## config.mk

```make
export PLATFORM = sky130hd
export DESIGN_NAME = saec_fifo
export DESIGN_NICKNAME = d
export VERILOG_FILES = /design/src/design/saec_fifo.sv
export SDC_FILE = /design/constraint.sdc
export NUM_CORES = 1
export LEC_CHECK = 0
export BUFFER_PORTS_ARGS = -buffer_cell sky130_fd_sc_hd__buf_2
export CORE_MARGIN = 8
export CORE_UTILIZATION = 52
export DETAILED_ROUTE_END_ITERATION = 8
export GPL_ROUTABILITY_DRIVEN = 0
export PLACE_DENSITY = 0.81
export SLEW_MARGIN = 5
export SYNTH_ARGS = -nofsm -noshare
export SYNTH_HDL_FRONTEND = slang
export SYNTH_SLANG_ARGS = --single-unit
```

## constraint.sdc

```tcl
create_clock -name clk_i -period 2 [get_ports clk_i]
set_input_delay 0.4 -clock clk_i [delete_from_list [all_inputs] [get_ports clk_i]]
set_output_delay 0.4 -clock clk_i [all_outputs]
set_load 0.005 [all_outputs]
```

## src/design/saec_fifo.sv

```systemverilog
`timescale 1ns / 1ps

module saec_fifo #(
  parameter int unsigned Width = 8,
  parameter int unsigned Depth = 2
) (
  input  logic             clk_i,
  input  logic             rst_ni,
  input  logic             push_i,
  input  logic [Width-1:0] data_i,
  output logic             full_o,
  input  logic             pop_i,
  output logic [Width-1:0] data_o,
  output logic             empty_o
);

  localparam int unsigned PtrW = (Depth > 1) ? $clog2(Depth) : 1;
  localparam int unsigned CntW = $clog2(Depth + 1);

  logic [Width-1:0] mem_q [Depth];
  logic [PtrW-1:0]  wr_ptr_q, wr_ptr_d;
  logic [PtrW-1:0]  rd_ptr_q, rd_ptr_d;
  logic [CntW-1:0]  count_q, count_d;

  assign full_o  = (count_q == CntW'(Depth));
  assign empty_o = (count_q == '0);
  assign data_o  = mem_q[rd_ptr_q];

  // Pointer and fill count update; the users never push when full or pop when empty.
  always_comb begin
    wr_ptr_d = wr_ptr_q;
    rd_ptr_d = rd_ptr_q;
    count_d  = count_q;
    if (push_i) begin
      wr_ptr_d = (wr_ptr_q == PtrW'(Depth - 1)) ? '0 : wr_ptr_q + 1'b1;
    end
    if (pop_i) begin
      rd_ptr_d = (rd_ptr_q == PtrW'(Depth - 1)) ? '0 : rd_ptr_q + 1'b1;
    end
    if (push_i && !pop_i) begin
      count_d = count_q + 1'b1;
    end else if (pop_i && !push_i) begin
      count_d = count_q - 1'b1;
    end
  end

  always_ff @(posedge clk_i or negedge rst_ni) begin
    if (!rst_ni) begin
      wr_ptr_q <= '0;
      rd_ptr_q <= '0;
      count_q  <= '0;
    end else begin
      wr_ptr_q <= wr_ptr_d;
      rd_ptr_q <= rd_ptr_d;
      count_q  <= count_d;
    end
  end

  // Entry storage.
  always_ff @(posedge clk_i) begin
    if (push_i) begin
      mem_q[wr_ptr_q] <= data_i;
    end
  end

endmodule

```

==> metrics.txt <==
outcome=completed; slowest cell on the critical path=dfrtp_1; TNS Setup=0 ns; gr ovfl total=0; M1 GR Usage=approximately an eighth; Worst slew margin=around three quarters; antenna violations before repair=0; sw power=between 0.0003 and 0.0004 W; Initial Utilization=between 50 and 60%; largest net degree at the start of global routing=12; Synth Area per Inst=around 19 sq um; global-route wire length before repair=~2.0 mm; Hold Worst Slack=between 0.2 and 0.3 ns; busiest metal layer after global routing=met2; Slew Viols, Final=0; Die Y=roughly 55 um; vias in the first global route=about 430; antenna diode count=0; WP data arrival=between 1 and 1.5 ns; kind of critical path=reg -> out; Finished Cell Area=slightly above 900 sq um; # setup viols final=0; num rows=14; Max stage delay on crit path=between 0.5 and 0.6 ns; footprint of the multi-input gates=around 180 sq um; clock power share=roughly 16%; P&R area growth vs syn=20.5%; Final Util=roughly 64%; CTS tree=done; Reg power frac=a little under three fifths; Total Routing Usage GR=9.97%; Pwr per Cell Area=~1200 mW/mm^2; Clock Sinks=20; storage element area=slightly below 600 sq um; met2 Track Usage GR=between 10% and 20%; Num CTS Buffers=3; Post-Synthesis Cells=41; Tmin final=between 1.5 and 2 ns; CP Capture Type=primary output; Pre-antenna DRT Iters=4; wire per inst=roughly 16 um; Synth Warn #=0; PortBufs=21; crit path cell chain=mux2_2, buf_2; core area=about 0.0015 sq mm; met3 Use GR=3.26%; # fillers=between 100 and 150; synth unique cells=12; RSZ-0062 raised after global routing=no; Hold Path Class=in -> reg; startpoint types=register; clk slew on worst S/H paths=between 0.1 and 0.15 ns; Yosys reg bits=20; die area=just under 0.003 sq mm; HPWL Detailed=between 1 and 1.5 mm; Layout Nets=just over 80; # IOs=22; design internal power=approximately 0.00083 W; Syn Std Cell Area=771 sq um; commonest non-fill, non-tap cell in the layout=buf_2; final hold viol count=0; # hold bufs at CTS=1; Via density=~5.0; worst slew pin tran=between 0.3 and 0.4 ns; upper clock frequency limit=around 570 MHz; die width=approximately 55 um; Max IR drop VDD=~0.64 mV; Post-CTS Setup Inserts=0; layout cells sized above 1=about half; clock latency at the later pin of the worst-skew pair=a little under 0.3 ns; post-route antenna net violation count=0; Pleak=about 0.39 nW; Final Cycle Share=roughly nine tenths; Root Driver=clkbuf_4; PnR Total Power=0.00115 W; sequential area share after synthesis=75.3%; Combinational Power Share=27.7%; via count=roughly 410; Total Wirelength=roughly 1.3 mm; CTS Buffer Depth=2; MaxCap Viol Count=0; switching part of the total=between 20% and 30%; drc violations=0; # resized after CTS=0; Worst Path Required=about 1.6 ns; worst-path fanout max=9; syn_nets=54; number of DRC markers in iteration 0=2; htree depth=1; Placed Area=~890 sq um; most frequent cells in the layout=21 x buf_2, 16 x edfxtp_1, 8 x mux2_2; skew final=0.00543 ns
==> cell type report <==
class / instances / share of cell area, %
Sequential cell: 20 / 62.5
Inverter: 1 / 0.404
Clock buffer: 3 / 2.43
Tap cell: 16 / 2.16
Clock inverter: 1 / 0.404
Timing Repair Buffer: 23 / 13.2
Multi-Input combinational cell: 19 / 18.9
==> path summary, 6_finish.rpt <==
kind	start	end	slack, ns	cells after the start
worst max-delay path	rd_ptr_q$_DFFE_PN0P_	data_o[5]	0.24	2
worst min-delay path	data_i[3]	mem_q[0][3]$_DFFE_PP_	0.29	1
worst max register to register	wr_ptr_q$_DFFE_PN0P_	mem_q[0][1]$_DFFE_PP_	0.77	2
worst min register to register	count_q[1]$_DFFE_PN0P_	count_q[1]$_DFFE_PN0P_	0.50	1
max in group asynchronous	rst_ni	rd_ptr_q$_DFFE_PN0P_	1.43	2
min in group asynchronous	rst_ni	count_q[0]$_DFFE_PN0P_	0.44	2
==> critical path: cells and delay by family, from the launching register on <==
family	cells	cell delay, ns
flip-flops	1	0.57
multiplexers	1	0.38
buffers and inverters	1	0.13
==> Yosys cell counts <==
cell type  number  share of area, %
mux2_2          8                12
dfrtp_1         4                13
nor2b_1         1              0.81
edfxtp_1       16                62
ha_1            1               1.6
buf_6           1               1.5
xor2_1          4               4.5
xnor2_1         1               1.1
and2_1          1              0.81
inv_1           1              0.49
and2b_2         1               1.1
nor2_1          2              0.97
==> routing by layer <==
| metal | up-vias | wire [um] |
|---|---|---|
| li1 | 201 | - |
| met5 | - | 0 |
| met1 | 194 | 559 |
| met3 | 2 | 81 |
| met2 | 15 | 685 |
| met4 | 0 | 10 |
==> through the flow <==
step                worst slack [ns]  cells
finish                         0.235     83
floorplan                      0.807     41
global route                   0.165     83
detailed placement             0.547     78
global placement               0.546     78
CTS                            0.215     83
==> cell families (layout without fill, tap and decap cells) <==
| kind of cell | Yosys count | count (layout) | share of synthesized area [%] |
|---|---|---|---|
| xor gates and xnor gates | 5 | 5 | 5.68 |
| adders and majority gates | 1 | 1 | 1.62 |
| buffers and inverters | 2 | 28 | 1.95 |
| DFF | 20 | 20 | 75.3 |
| muxes | 8 | 8 | 11.7 |
| and+or+nand+nor | 5 | 5 | 3.74 |
==> flip-flops by register name, indices dropped and copies added (netlist names) <==
name,count
count_q,2
mem_q,16
rd_ptr_q,1
wr_ptr_q,1
==> power groups by stage <==
stage	Sequential (W)	Combinational [W]	Clock, W
2_1_floorplan	0.000611	0.000236	0
3_3_place_gp	0.000648	0.000315	0
3_5_place_dp	0.000655	0.000325	0
4_1_cts	0.000647	0.000329	0.000189
5_1_grt	0.000659	0.000353	0.000202
6_report	0.000644	0.000318	0.000185
Power figures use the tool's default switching activity.
