[src/design/saec_pkg.sv]
`timescale 1ns / 1ps

package saec_pkg;

  // Field widths of the transactions.
  localparam int unsigned SampleW = 32;
  localparam int unsigned BandW   = 8;
  localparam int unsigned CodeW   = 64;
  localparam int unsigned LenW    = 7;
  localparam int unsigned NumBandCodes = 1 << BandW;

  // Per-band statistics word: counter above accumulator.
  localparam int unsigned CntW  = 11;
  localparam int unsigned AccW  = 44;
  localparam int unsigned StatW = CntW + AccW;
  localparam int unsigned SumW  = AccW + 1;

  // Largest code parameter k (dynamic range 32 minus two).
  localparam int unsigned KMax = 30;
  localparam int unsigned KW   = 5;

  // Arithmetic constants of the statistics.
  localparam int unsigned BiasMul   = 49;
  localparam int unsigned BiasShift = 7;
  localparam int unsigned InitMul   = 3;
  localparam int unsigned InitShift = 6;

  // Default sizes of the block.
  localparam int unsigned NUM_BANDS   = 256;
  localparam int unsigned QUEUE_DEPTH = 2;

  // Configuration port.
  localparam int unsigned CfgIdxW  = 3;
  localparam int unsigned CfgDataW = 32;

  typedef enum logic [CfgIdxW-1:0] {
    CFG_DYN_RANGE,
    CFG_UNARY_LIMIT,
    CFG_INIT_CNT_EXP,
    CFG_INIT_K,
    CFG_RESCALE_EXP
  } saec_cfg_idx_e;

  // Register reset values and legal ranges.
  localparam logic [5:0] DYN_RANGE_RST   = 6'd16;
  localparam logic [5:0] DYN_RANGE_MIN   = 6'd2;
  localparam logic [5:0] DYN_RANGE_MAX   = 6'd32;
  localparam logic [5:0] UNARY_LIMIT_RST = 6'd18;
  localparam logic [5:0] UNARY_LIMIT_MIN = 6'd8;
  localparam logic [5:0] UNARY_LIMIT_MAX = 6'd32;
  localparam logic [3:0] INIT_CNT_RST    = 4'd1;
  localparam logic [3:0] INIT_CNT_MIN    = 4'd1;
  localparam logic [3:0] INIT_CNT_MAX    = 4'd8;
  localparam logic [4:0] INIT_K_RST      = 5'd3;
  localparam logic [4:0] INIT_K_MAX      = 5'd30;
  localparam logic [3:0] RESCALE_RST     = 4'd6;
  localparam logic [3:0] RESCALE_MIN     = 4'd4;
  localparam logic [3:0] RESCALE_MAX     = 4'd11;

  typedef struct packed {
    logic [SampleW-1:0] sample;
    logic [BandW-1:0]   band;
    logic               first_in_band;
  } saec_in_t;

  typedef struct packed {
    logic [CodeW-1:0] code_bits;
    logic [LenW-1:0]  code_length;
  } saec_out_t;

  // Clamped configuration handed from the front end to the back end.
  typedef struct packed {
    logic [5:0] dyn_range;
    logic [5:0] unary_limit;
    logic [3:0] init_cnt_exp;
    logic [4:0] init_k;
    logic [3:0] rescale_exp;
  } saec_cfg_t;

  typedef enum logic [1:0] {
    ST_IDLE,
    ST_READ,
    ST_KSEL,
    ST_EMIT
  } saec_state_e;

endpackage

[src/design/saec_front.sv]
`timescale 1ns / 1ps

module saec_front #(
  parameter int unsigned NumBands = saec_pkg::NUM_BANDS,
  parameter int unsigned AddrW    = (NumBands > 1) ? $clog2(NumBands) : 1,
  parameter int unsigned EntryW   = 1 + saec_pkg::SampleW + AddrW
) (
  input  logic                            clk_i,
  input  logic                            rst_ni,
  input  logic                            in_valid_i,
  output logic                            in_stall_o,
  input  saec_pkg::saec_in_t              in_data_i,
  input  logic                            cfg_valid_i,
  output logic                            cfg_ready_o,
  input  logic [saec_pkg::CfgIdxW-1:0]    cfg_index_i,
  input  logic [saec_pkg::CfgDataW-1:0]   cfg_data_i,
  output saec_pkg::saec_cfg_t             cfg_o,
  output logic                            push_o,
  output logic [EntryW-1:0]               entry_o,
  input  logic                            full_i
);

  import saec_pkg::*;

  typedef logic [AddrW-1:0] band_map_t [NumBandCodes];

  // Band code to statistics address, wrapping at the number of bands.
  function automatic band_map_t build_band_map();
    band_map_t   m;
    int unsigned r;
    r = 0;
    for (int i = 0; i < NumBandCodes; i++) begin
      m[i] = AddrW'(r);
      r = (r + 1 == NumBands) ? 0 : r + 1;
    end
    return m;
  endfunction

  localparam band_map_t BandMap = build_band_map();

  logic [5:0] dyn_range_q;
  logic [5:0] unary_limit_q;
  logic [3:0] init_cnt_q;
  logic [4:0] init_k_q;
  logic [3:0] rescale_q;

  // Configuration registers; writes to indexes past the list are dropped.
  assign cfg_ready_o = 1'b1;

  always_ff @(posedge clk_i or negedge rst_ni) begin
    if (!rst_ni) begin
      dyn_range_q   <= DYN_RANGE_RST;
      unary_limit_q <= UNARY_LIMIT_RST;
      init_cnt_q    <= INIT_CNT_RST;
      init_k_q      <= INIT_K_RST;
      rescale_q     <= RESCALE_RST;
    end else if (cfg_valid_i && cfg_ready_o) begin
      case (cfg_index_i)
        CFG_DYN_RANGE:    dyn_range_q   <= cfg_data_i[5:0];
        CFG_UNARY_LIMIT:  unary_limit_q <= cfg_data_i[5:0];
        CFG_INIT_CNT_EXP: init_cnt_q    <= cfg_data_i[3:0];
        CFG_INIT_K:       init_k_q      <= cfg_data_i[4:0];
        CFG_RESCALE_EXP:  rescale_q     <= cfg_data_i[3:0];
        default: ;
      endcase
    end
  end

  // Register outputs saturate to their legal ranges.
  always_comb begin
    cfg_o.dyn_range = (dyn_range_q < DYN_RANGE_MIN) ? DYN_RANGE_MIN :
                      (dyn_range_q > DYN_RANGE_MAX) ? DYN_RANGE_MAX : dyn_range_q;
    cfg_o.unary_limit = (unary_limit_q < UNARY_LIMIT_MIN) ? UNARY_LIMIT_MIN :
                        (unary_limit_q > UNARY_LIMIT_MAX) ? UNARY_LIMIT_MAX :
                        unary_limit_q;
    cfg_o.init_cnt_exp = (init_cnt_q < INIT_CNT_MIN) ? INIT_CNT_MIN :
                         (init_cnt_q > INIT_CNT_MAX) ? INIT_CNT_MAX : init_cnt_q;
    cfg_o.init_k = (init_k_q > INIT_K_MAX) ? INIT_K_MAX : init_k_q;
    cfg_o.rescale_exp = (rescale_q < RESCALE_MIN) ? RESCALE_MIN :
                        (rescale_q > RESCALE_MAX) ? RESCALE_MAX : rescale_q;
  end

  // Accept a transaction whenever the queue has room and classify it.
  assign in_stall_o = full_i;
  assign push_o     = in_valid_i && !full_i;
  assign entry_o    = {in_data_i.first_in_band, in_data_i.sample, BandMap[in_data_i.band]};

endmodule

[config.mk]
export PLATFORM = sky130hd
export DESIGN_NAME = saec_front
export DESIGN_NICKNAME = d
export VERILOG_FILES = /design/src/design/saec_pkg.sv /design/src/design/saec_front.sv
export SDC_FILE = /design/constraint.sdc
export NUM_CORES = 1
export LEC_CHECK = 0
export ABC_AREA = 0
export BUFFER_PORTS_ARGS = -buffer_cell sky130_fd_sc_hd__buf_2
export CORE_ASPECT_RATIO = 1.1
export CORE_MARGIN = 5
export CORE_UTILIZATION = 32
export DETAILED_ROUTE_END_ITERATION = 8
export HOLD_SLACK_MARGIN = 0.1
export PLACE_DENSITY = 0.85
export SYNTH_ARGS = -nofsm -noshare
export SYNTH_HDL_FRONTEND = slang
export SYNTH_SLANG_ARGS = --single-unit
[constraint.sdc]
create_clock -name clk_i -period 1.15 [get_ports clk_i]
set_input_delay 0.2875 -clock clk_i [delete_from_list [all_inputs] [get_ports clk_i]]
set_output_delay 0.2875 -clock clk_i [all_outputs]
set_load 0.05 [all_outputs]
==> metrics.md <==
| Metric | Value |
|---|---|
| Yosys warns | `0` |
| Area growth syn-to-layout | `35.6%` |
| Top post-synthesis cells by area | `dfrtp_1, buf_4, mux2_2` |
| Crit path from | `dyn_range_q[4]` |
| Critical R2R Launch | `dyn_range_q[5]` |
| Fin area | `2050 µm²` |
| Clk sink count | `25` |
| Setup_tns | `-6.38 ns` |
| Distinct cells, synth | `20` |
| CTS Buffer Depth | `2` |
| I/O Buffers | `40` |
| Placed inst area | `approximately 1700 µm²` |
| Fin. max-slew vios | `0` |
| Total power draw | `4.20 mW` |
| Synthesized instance count | `133` |
| Register area share after synthesis | `between 40% and 50%` |
| MaxCap Viol Count | `0` |
| Pre-CTS setup slack | `-0.342 ns` |
| Vias per std cell | `~4.5` |
| Crit. End Element | `output pin` |
| Htree depth | `1` |
| GP Congestion | `slightly above 0.7` |
| Filler cells | `~450` |
| First DRT Iteration DRCs | `25` |
| P per Cell Area | `2040 nW/µm²` |
| Largest net degree at the start of global routing | `14` |
| Num CTS Buffers | `3` |
| WP data required | `between 0.8 and 0.9 ns` |
| Worst Path Max Fanout | `2` |
| DR WL/cell | `between 10 and 15 µm` |
| WS Path Type | `reg2out` |
| Mean Syn Cell Area | `~11 µm²` |
| N_diodes | `0` |
| Die footprint | `about 6200 µm²` |
| Vias in the first global route | `972` |
| Post-synthesis cell area | `around 1500 µm²` |
| Die width | `roughly 76 µm` |
| Die Ht | `82.2 µm` |
| Initial Utilization | `between 30% and 40%` |
| Antenna violations before repair | `0` |
| Remaining antenna violation count | `0` |
| DR DRC count | `0` |
| Endpoints failing setup | `25` |
| Post-synth top area cell | `dfrtp_1` |
| First-pass GRT wire length | `between 4000 and 5000 µm` |
| Syn Nets | `roughly 210` |
| Core Region | `between 4000 and 5000 µm²` |
| Clock latency on the worst-skew pair | `~0.26 ns` |
| Share of the synthesized area in the top cell type | `28.1%` |
| # IOs | `150` |
| Leak Pwr | `roughly 0.92 nW` |
| Clk pin slew, worst setup/hold paths | `~0.080 ns` |
| Final hold violations | `0` |
| Number of synthesized register bits | `25` |
| TritonCTS clock tree | `built` |
| DP Wirelength | `between 2000 and 2500 µm` |
| Overall Global Routing Usage | `about a tenth` |
| Min cycle time layout | `1.72 ns` |
| Rows | `26` |
| Final worst slack | `-0.565 ns` |
| RSZ-0062 raised after global routing | `true` |
| Finished Core Util | `about 44%` |
| Final wirelength | `3020 µm` |
| Drt first pass iters | `3` |
| Share of post-route cells with drive strength above 1 | `between 80% and 90%` |
| Final period util | `149%` |
| Max Freq | `a little under 600 MHz` |
| Critical Path Start Type | `flop` |
| Arr. time, crit path | `around 1.4 ns` |
| Final nets | `roughly 230` |
| Clock Skews | `0 ns` |
| Hold path start | `cfg_data_i[5]` |
| Peak VDD IR | `~1.5 mV` |
| Gr ovfl total | `0` |
| HP Class | `in2reg` |
| Root Driver | `clkbuf_8` |
| Failing checks | `setup timing` |
| Outcome | `finished with violations` |
| Routed via count | `approximately 910` |
[synthesized netlist by cell type]
cell	instances
a21oi_1	2
a41oi_1	1
and2_1	3
and4bb_2	3
buf_4	43
buf_6	1
clkbuf_1	8
conb_1	1
dfrtp_1	17
dfstp_2	8
inv_1	5
maj3_1	2
mux2_2	25
nand4b_1	1
nor2_1	1
nor2b_1	7
nor4b_4	1
o211a_1	1
o21ba_2	2
or3_1	1
[routing by layer]
metal	routed length (µm)	vias to the layer above	part of all wire [%]	track usage (%)
met5	0	-	0	0
met3	224	2	7.4	4.36
li1	-	416	-	-
met2	1630	30	54	17.4
met4	14	0	0.46	1.57
met1	1150	461	38	11.9
[metrics by stage]
| stage | std cells | hold WS [ns] |
|---|---|---|
| floorplan | 133 | -0.00809 |
| global placement | 191 | 0.203 |
| detailed placement | 191 | 0.200 |
| CTS | 198 | 0.266 |
| global route | 203 | 0.263 |
| finish | 203 | 0.272 |
[state kept, by name, indices dropped and copies added, names as in the netlist]
register       count
init_k_q           5
dyn_range_q        6
rescale_q          4
unary_limit_q      6
init_cnt_q         4
[logic make-up (layout without fill, tap and decap cells)]
family | after synthesis | in the layout | synth area share, %
other | 1 | 1 | 0.247
flip-flops | 25 | 25 | 41.9
buffers and inverters | 57 | 71 | 25.3
multiplexers | 25 | 25 | 18.6
adder cells (fa/ha/maj) | 2 | 2 | 1.32
AND/OR/NAND/NOR | 17 | 17 | 9.41
AO/OA/AOI/OAI | 6 | 6 | 3.22
[worst max-delay path, stage by stage (launching register included)]
cell	delay, ns
dfstp_2	0.38
or3_4	0.40
o211a_4	0.24
buf_6	0.15
[final cells by class]
type | count | area, µm² | share of cell area [%]
Timing Repair Buffer | 62 | 646 | 31.4
Sequential cell | 25 | 638 | 31.1
Multi-Input combinational cell | 51 | 634 | 30.9
Tap cell | 56 | 70.1 | 3.41
Clock buffer | 4 | 45.0 | 2.19
Inverter | 5 | 21.3 | 1.04
[layout by cell type, fill, tap and decap left out, drive strengths merged, types with 2 or more instances in the layout]
cell type	instances
o21ba	2
buf	61
dfrtp	17
inv	5
a21oi	2
dfstp	8
maj3	2
and2	3
mux2	25
and4bb	3
nor2b	7
clkbuf	4
[worst paths after layout]
check	endpoint	slack (ns)	cells past startpoint
worst max-delay path	cfg_o[19]	-0.57	3
worst min-delay path	dyn_range_q[5]	0.27	2
worst max register to register	dyn_range_q[5]	0.07	3
worst min register to register	unary_limit_q[2]	0.52	1
max in group asynchronous	init_cnt_q[0]	0.25	3
min in group asynchronous	unary_limit_q[3]	0.44	2
[power by group]
part	switching (mW)	internal, mW	total (mW)	leakage (nW)
clock network	0.252	0.247	0.499	0.0228
registers	0.195	1.12	1.32	0.286
logic	1.21	1.17	2.38	0.608
total	1.66	2.54	4.20	0.917
[what timing repair did]
| action | 4_1_cts | 5_1_grt |
|---|---|---|
| setup endpoints to repair | 25 | 26 |
| pin swaps | 4 | 1 |
| hold buffers | 1 | 0 |
| buffers inserted | 3 | 8 |
| gates cloned | 0 | 0 |
| resized for setup | 77 | 13 |
| endpoints found under the hold margin | 9 | 0 |
Power figures use the tool's default switching activity.
